### src/design/rqh_pkg.sv
// ----------------------------------------------------------------------------
// rqh_pkg
// Types and constants of the ray/quad hit pipeline.
// ----------------------------------------------------------------------------
`default_nettype none

package rqh_pkg;

   localparam int PARALLEL_EPS = 7;
   localparam int COORD_HALF   = 32768;
   localparam int DIV_STEPS    = 16;
   localparam int LATENCY      = 25;

   localparam logic [47:0] CENTRE_RST = 48'd0;
   localparam logic [47:0] AXIS_U_RST = 48'd256;
   localparam logic [47:0] AXIS_V_RST = 48'd16777216;
   localparam logic [47:0] AXIS_N_RST = 48'd1099511627776;
   localparam logic [15:0] EXTENT_RST = 16'd256;

   typedef enum logic [2:0] {
      CSR_CENTRE = 3'd0,
      CSR_AXIS_U = 3'd1,
      CSR_AXIS_V = 3'd2,
      CSR_AXIS_N = 3'd3,
      CSR_WIDTH  = 3'd4,
      CSR_HEIGHT = 3'd5
   } csr_index_type;

   typedef struct packed {
      logic [47:0] centre_packed;
      logic [47:0] axis_u_packed;
      logic [47:0] axis_v_packed;
      logic [47:0] axis_n_packed;
      logic [15:0] width;
      logic [15:0] height;
   } cfg_type;

   typedef struct packed {
      logic signed [15:0] ray_org_x;
      logic signed [15:0] ray_org_y;
      logic signed [15:0] ray_org_z;
      logic signed [15:0] ray_dir_x;
      logic signed [15:0] ray_dir_y;
      logic signed [15:0] ray_dir_z;
   } req_type;

   typedef struct packed {
      logic        hit;
      logic [15:0] coord_u;
      logic [15:0] coord_v;
   } rsp_type;

   typedef struct packed {
      logic signed [32:0] denom;
      logic signed [32:0] du;
      logic signed [32:0] dv;
      logic signed [33:0] num;
      logic signed [33:0] vu;
      logic signed [33:0] vv;
   } front_type;

   typedef struct packed {
      logic [63:0] n;
      logic [47:0] d;
      logic        neg;
   } div_in_type;

   typedef struct packed {
      logic [15:0] q;
      logic        rem_nz;
      logic        neg;
   } div_out_type;

   typedef struct packed {
      logic       hit;
      div_in_type u;
      div_in_type v;
   } cross_type;

endpackage

`default_nettype wire

### src/design/rqh_div.sv
// ----------------------------------------------------------------------------
// rqh_div
// Pipelined restoring divider, one quotient bit per stage.
// ----------------------------------------------------------------------------
`default_nettype none

module rqh_div import rqh_pkg::*; (
   input  logic        clock,
   input  div_in_type  in_data,
   output div_out_type out_data
);

   logic [63:0] rem_ff [DIV_STEPS];
   logic [47:0] den_ff [DIV_STEPS];
   logic [15:0] q_ff   [DIV_STEPS];
   logic        neg_ff [DIV_STEPS];

   for (genvar g = 0; g < DIV_STEPS; g++) begin : g_step
      logic [63:0] src_rem;
      logic [47:0] src_den;
      logic [15:0] src_q;
      logic        src_neg;
      logic [63:0] sh;
      logic        ge;

      if (g == 0) begin : g_head
         assign src_rem = in_data.n;
         assign src_den = in_data.d;
         assign src_q   = '0;
         assign src_neg = in_data.neg;
      end else begin : g_body
         assign src_rem = rem_ff[g-1];
         assign src_den = den_ff[g-1];
         assign src_q   = q_ff[g-1];
         assign src_neg = neg_ff[g-1];
      end

      assign sh = 64'(src_den) << (DIV_STEPS - 1 - g);
      assign ge = src_rem >= sh;

      always_ff @(posedge clock) begin
         rem_ff[g] <= ge ? src_rem - sh : src_rem;
         q_ff[g]   <= src_q | (16'(ge) << (DIV_STEPS - 1 - g));
         den_ff[g] <= src_den;
         neg_ff[g] <= src_neg;
      end
   end

   assign out_data.q      = q_ff[DIV_STEPS-1];
   assign out_data.rem_nz = |rem_ff[DIV_STEPS-1];
   assign out_data.neg    = neg_ff[DIV_STEPS-1];

endmodule

`default_nettype wire

### config.mk
export PLATFORM = sky130hd
export DESIGN_NAME = rqh_div
export DESIGN_NICKNAME = d
export VERILOG_FILES = /design/src/design/rqh_pkg.sv /design/src/design/rqh_div.sv
export SDC_FILE = /design/constraint.sdc
export NUM_CORES = 2
export LEC_CHECK = 0
export ABC_CLOCK_PERIOD_IN_PS = 4560
export BUFFER_PORTS_ARGS = -buffer_cell sky130_fd_sc_hd__buf_4
export CORE_UTILIZATION = 47
export CTS_BUF_LIST = sky130_fd_sc_hd__clkbuf_16
export DETAILED_ROUTE_END_ITERATION = 8
export HOLD_SLACK_MARGIN = 0.03
export PLACE_DENSITY_LB_ADDON = 0.3
export SKIP_CTS_REPAIR_TIMING = 1
export SLEW_MARGIN = 20
export SYNTH_ARGS = -nofsm -noshare
export SYNTH_HDL_FRONTEND = slang
export SYNTH_SLANG_ARGS = --single-unit
### constraint.sdc
create_clock -name clock -period 4.56 [get_ports clock]
set_clock_uncertainty 0.1 [all_clocks]
set_input_delay 0.228 -clock clock [delete_from_list [all_inputs] [get_ports clock]]
set_output_delay 0.228 -clock clock [all_outputs]
set_load 0.05 [all_outputs]
==> metrics.md <==
| Metric | Value |
|---|---|
| DR WL met3 | 8.25 mm |
| Seq/Total Area, Yosys | approximately two fifths |
| Crit Path Max Fanout | 3 |
| Final hold violations | 0 |
| Leak | 49.5 nW |
| RSZ-0062 raised after global routing | false |
| Endpoints failing setup | 0 |
| Power Density | 765 mW/mm^2 |
| Final Cycle Share | between 90% and 100% |
| DRT iter0 DRCs | 4597 |
| Synthesized instance count | 11188 |
| Die H | 454 um |
| Syn. warnings | 0 |
| Via count | 78643 |
| Flop pwr share | 29.9% |
| CP endpoint kind | register |
| Synth Register Bits | 1896 |
| Net load switching power | 34.0 mW |
| Worst hold slack | 0.0297 ns |
| Met2 wire length | 135 mm |
| Clk pwr share | about a fifth |
| FFs w/ async S/R, synth | 0% |
| Post-synth EDFFs | 0 |
| Top-count cell post-synth | dfxtp_1 |
| Remaining Overflow, GRT | 0 |
| Initial antenna violation count | 0 |
| Vias in the first global route | 78332 |
| Startpoint Class | register |
| Max clock buf depth | 3 |
| Slew @ Worst Pin | roughly 1 ns |
| Status | finished clean |
| Die W | 454 um |
| GP Congestion | just over 1 |
| Top layer in use | met4 |
| Relative slew margins | 32.8% |
| Crit-path cells | inv_1, ha_1, nor2b_1, o31a_1, a2111oi_0, buf_4, o31ai_1, nor4b_1, buf_4, a2111oi_0, buf_4, o21ai_0, buf_4, a211oi_1, o21ai_0, nand4_1, xnor2_1 |
| TritonCTS Sinks | roughly 1900 |
| Top-area cell type share of the netlist area | 39.6% |
| Crit path DAT | 5.05 ns |
| Synth cell count leaders | 1896 x dfxtp_1, 1092 x a21oi_1, 977 x inv_1 |
| P_int | 49.7 mW |
| Critical path class | register to register |
| IO Port Bufs | 131 |
| First-pass GRT wire length | 405 mm |
| Switching Fraction | 40.6% |
| Vias/cell | approximately 5.5 |
| Yosys cell types | 95 |
| Slew Viols, Final | 0 |
| R2R Setup Slk | around 0.16 ns |
| DP HPWL | between 200 and 250 mm |
| Antenna-violating nets left | 0 |
| Wire per inst | 18.0 um |
| Layout Nets | roughly 12000 |
| DR pass1 iterations | 6 |
| CTS Buf Count | 204 |
| Final WL | 259 mm |
| # IOs | 132 |
| Setup slack at placement | ~0.042 ns |
| Primary FF master, synth | dfxtp_1 |
| FP Rows | around 170 |
| Synth top area cells | dfxtp_1 40%, ha_1 10%, a21oi_1 5.7%, xnor2_1 4.5%, o21ai_0 4.4% |
| Peak supply drop | 0.479 mV |
| Design Power | 83.8 mW |
| Met1 WL | 99.3 mm |
| Worst-Skew Late Latency | 0.87 ns |
| Htree depth | 4 |
| Critical-path top delay cell | a2111oi_0 |
| Share of layout cells above drive strength 1 | roughly 7.9% |
| Post-route minimum period | 4.40 ns |
| CTS tree | yes |
| Avg Synthesized Cell Area | 8.58 um^2 |
| Drt drc | 0 |
| Worst-path clk slew | approximately 0.06 ns |
| Initial Utilization | 47.4% |
| Largest net degree at the start of global routing | ~80 |
| Area leader, netlist | dfxtp_1 |
| Area delta synth->final | 14.1% |
| Syn nets | 12086 |
| Die area | 0.206 mm^2 |
| Max Fclk | approximately 230 MHz |
| Worst path most repeated cell | buf_4 |
| Maxcap violations | 0 |
| Final WS setup | 0.163 ns |
| Crit path largest cell delay | 0.70 ns |
| Required time of the critical path | around 5.2 ns |
| Hold Crit Class | input port to register |
| GRT Total Usage | between 20 and 25% |
| Core area | 0.203 mm^2 |
| Root buffer cell | clkbuf_16 |
| Comb pwr share | about half |
| Mapped Area | 0.0959 mm^2 |
-- flip-flops by register name (all words and copies together), names as in the netlist --
register,cells
q_ff,136
rem_ff,1024
neg_ff,16
den_ff,720
-- worst max-delay path: cells and delay by family (launching register included) --
family / cells / cell delay, ns
AOI/OAI and AO/OA: 7 / 1.88
buffers and inverters: 5 / 0.82
and+or+nand+nor: 3 / 0.64
DFF: 1 / 0.40
adders and majority gates: 1 / 0.28
xor gates and xnor gates: 1 / 0.16
-- metrics by stage --
stage / utilization, % / setup TNS (ns) / std cells / instance area, um^2
2_1_floorplan: - / 0 / 11188 / 95900
3_3_place_gp: 49.7 / -0.00195 / 13776 / 101000
3_5_place_dp: 49.7 / 0 / 13776 / 101000
4_1_cts: 53.1 / 0 / 14157 / 108000
5_1_grt: 54.0 / 0 / 14340 / 109000
6_report: 54.0 / 0 / 14341 / 109000
-- cells in the final DEF (no fill, tap or decap), drive strengths merged, types with 123 or more instances in the layout --
cell type / n
nand2: 931
a21oi: 1093
ha: 768
mux2: 178
o21ai: 860
nor3: 160
clkbuf: 205
xnor2: 497
a21o: 508
dfxtp: 1896
inv: 1013
dlygate4sd3: 183
xor2: 341
o21bai: 123
nand4: 231
nand3: 184
buf: 346
nor2: 708
-- power groups by stage --
stage | combinational [mW] | clock [mW] | sequential (mW)
after global routing | 46.3 | 18.0 | 25.5
after floorplan | 31.4 | 0 | 24.0
after detailed placement | 41.0 | 0 | 25.3
final | 41.9 | 16.8 | 25.0
after global placement | 40.6 | 0 | 25.3
after CTS | 41.3 | 17.3 | 25.0
-- cells by family after synthesis --
logic type               after synthesis  synth area share (%)
AO/OA/AOI/OAI                       3268                  20.8
XOR/XNOR                             838                  7.65
adder cells (fa/ha/maj)              784                  10.3
buffers and inverters               1409                  5.55
flip-flops                          1896                  39.6
multiplexers                         184                  2.15
AND/OR/NAND/NOR                     2809                  13.9
-- path summary, 6_finish.rpt --
kind	startpoint	endpoint	cells past startpoint
max reg2reg	den_ff[1][97]	rem_ff[1][253]	17
min	in_data[88]	rem_ff[0][39]	4
max	den_ff[1][97]	rem_ff[1][253]	17
min reg2reg	q_ff[8][13]	q_ff[9][13]	0
-- routing by layer --
| layer | track usage, % | vias to the layer above |
|---|---|---|
| met1 | 24.8 | 36065 |
| met2 | 47.3 | 2111 |
| li1 | - | 39718 |
| met3 | 2.62 | 749 |
| met4 | 14.8 | 0 |
| met5 | 0 | - |
-- cell type report --
type	count	area, um^2
Fill cell	18544	93100
Inverter	979	3670
Multi-Input combinational cell	7883	52800
Sequential cell	1896	38000
Tap cell	2672	3340
Timing Repair Buffer	529	4680
Clock inverter	176	1860
Clock buffer	205	5130
Antenna cell	1	2.50
No activity file was read; power rests on OpenSTA's default activity.
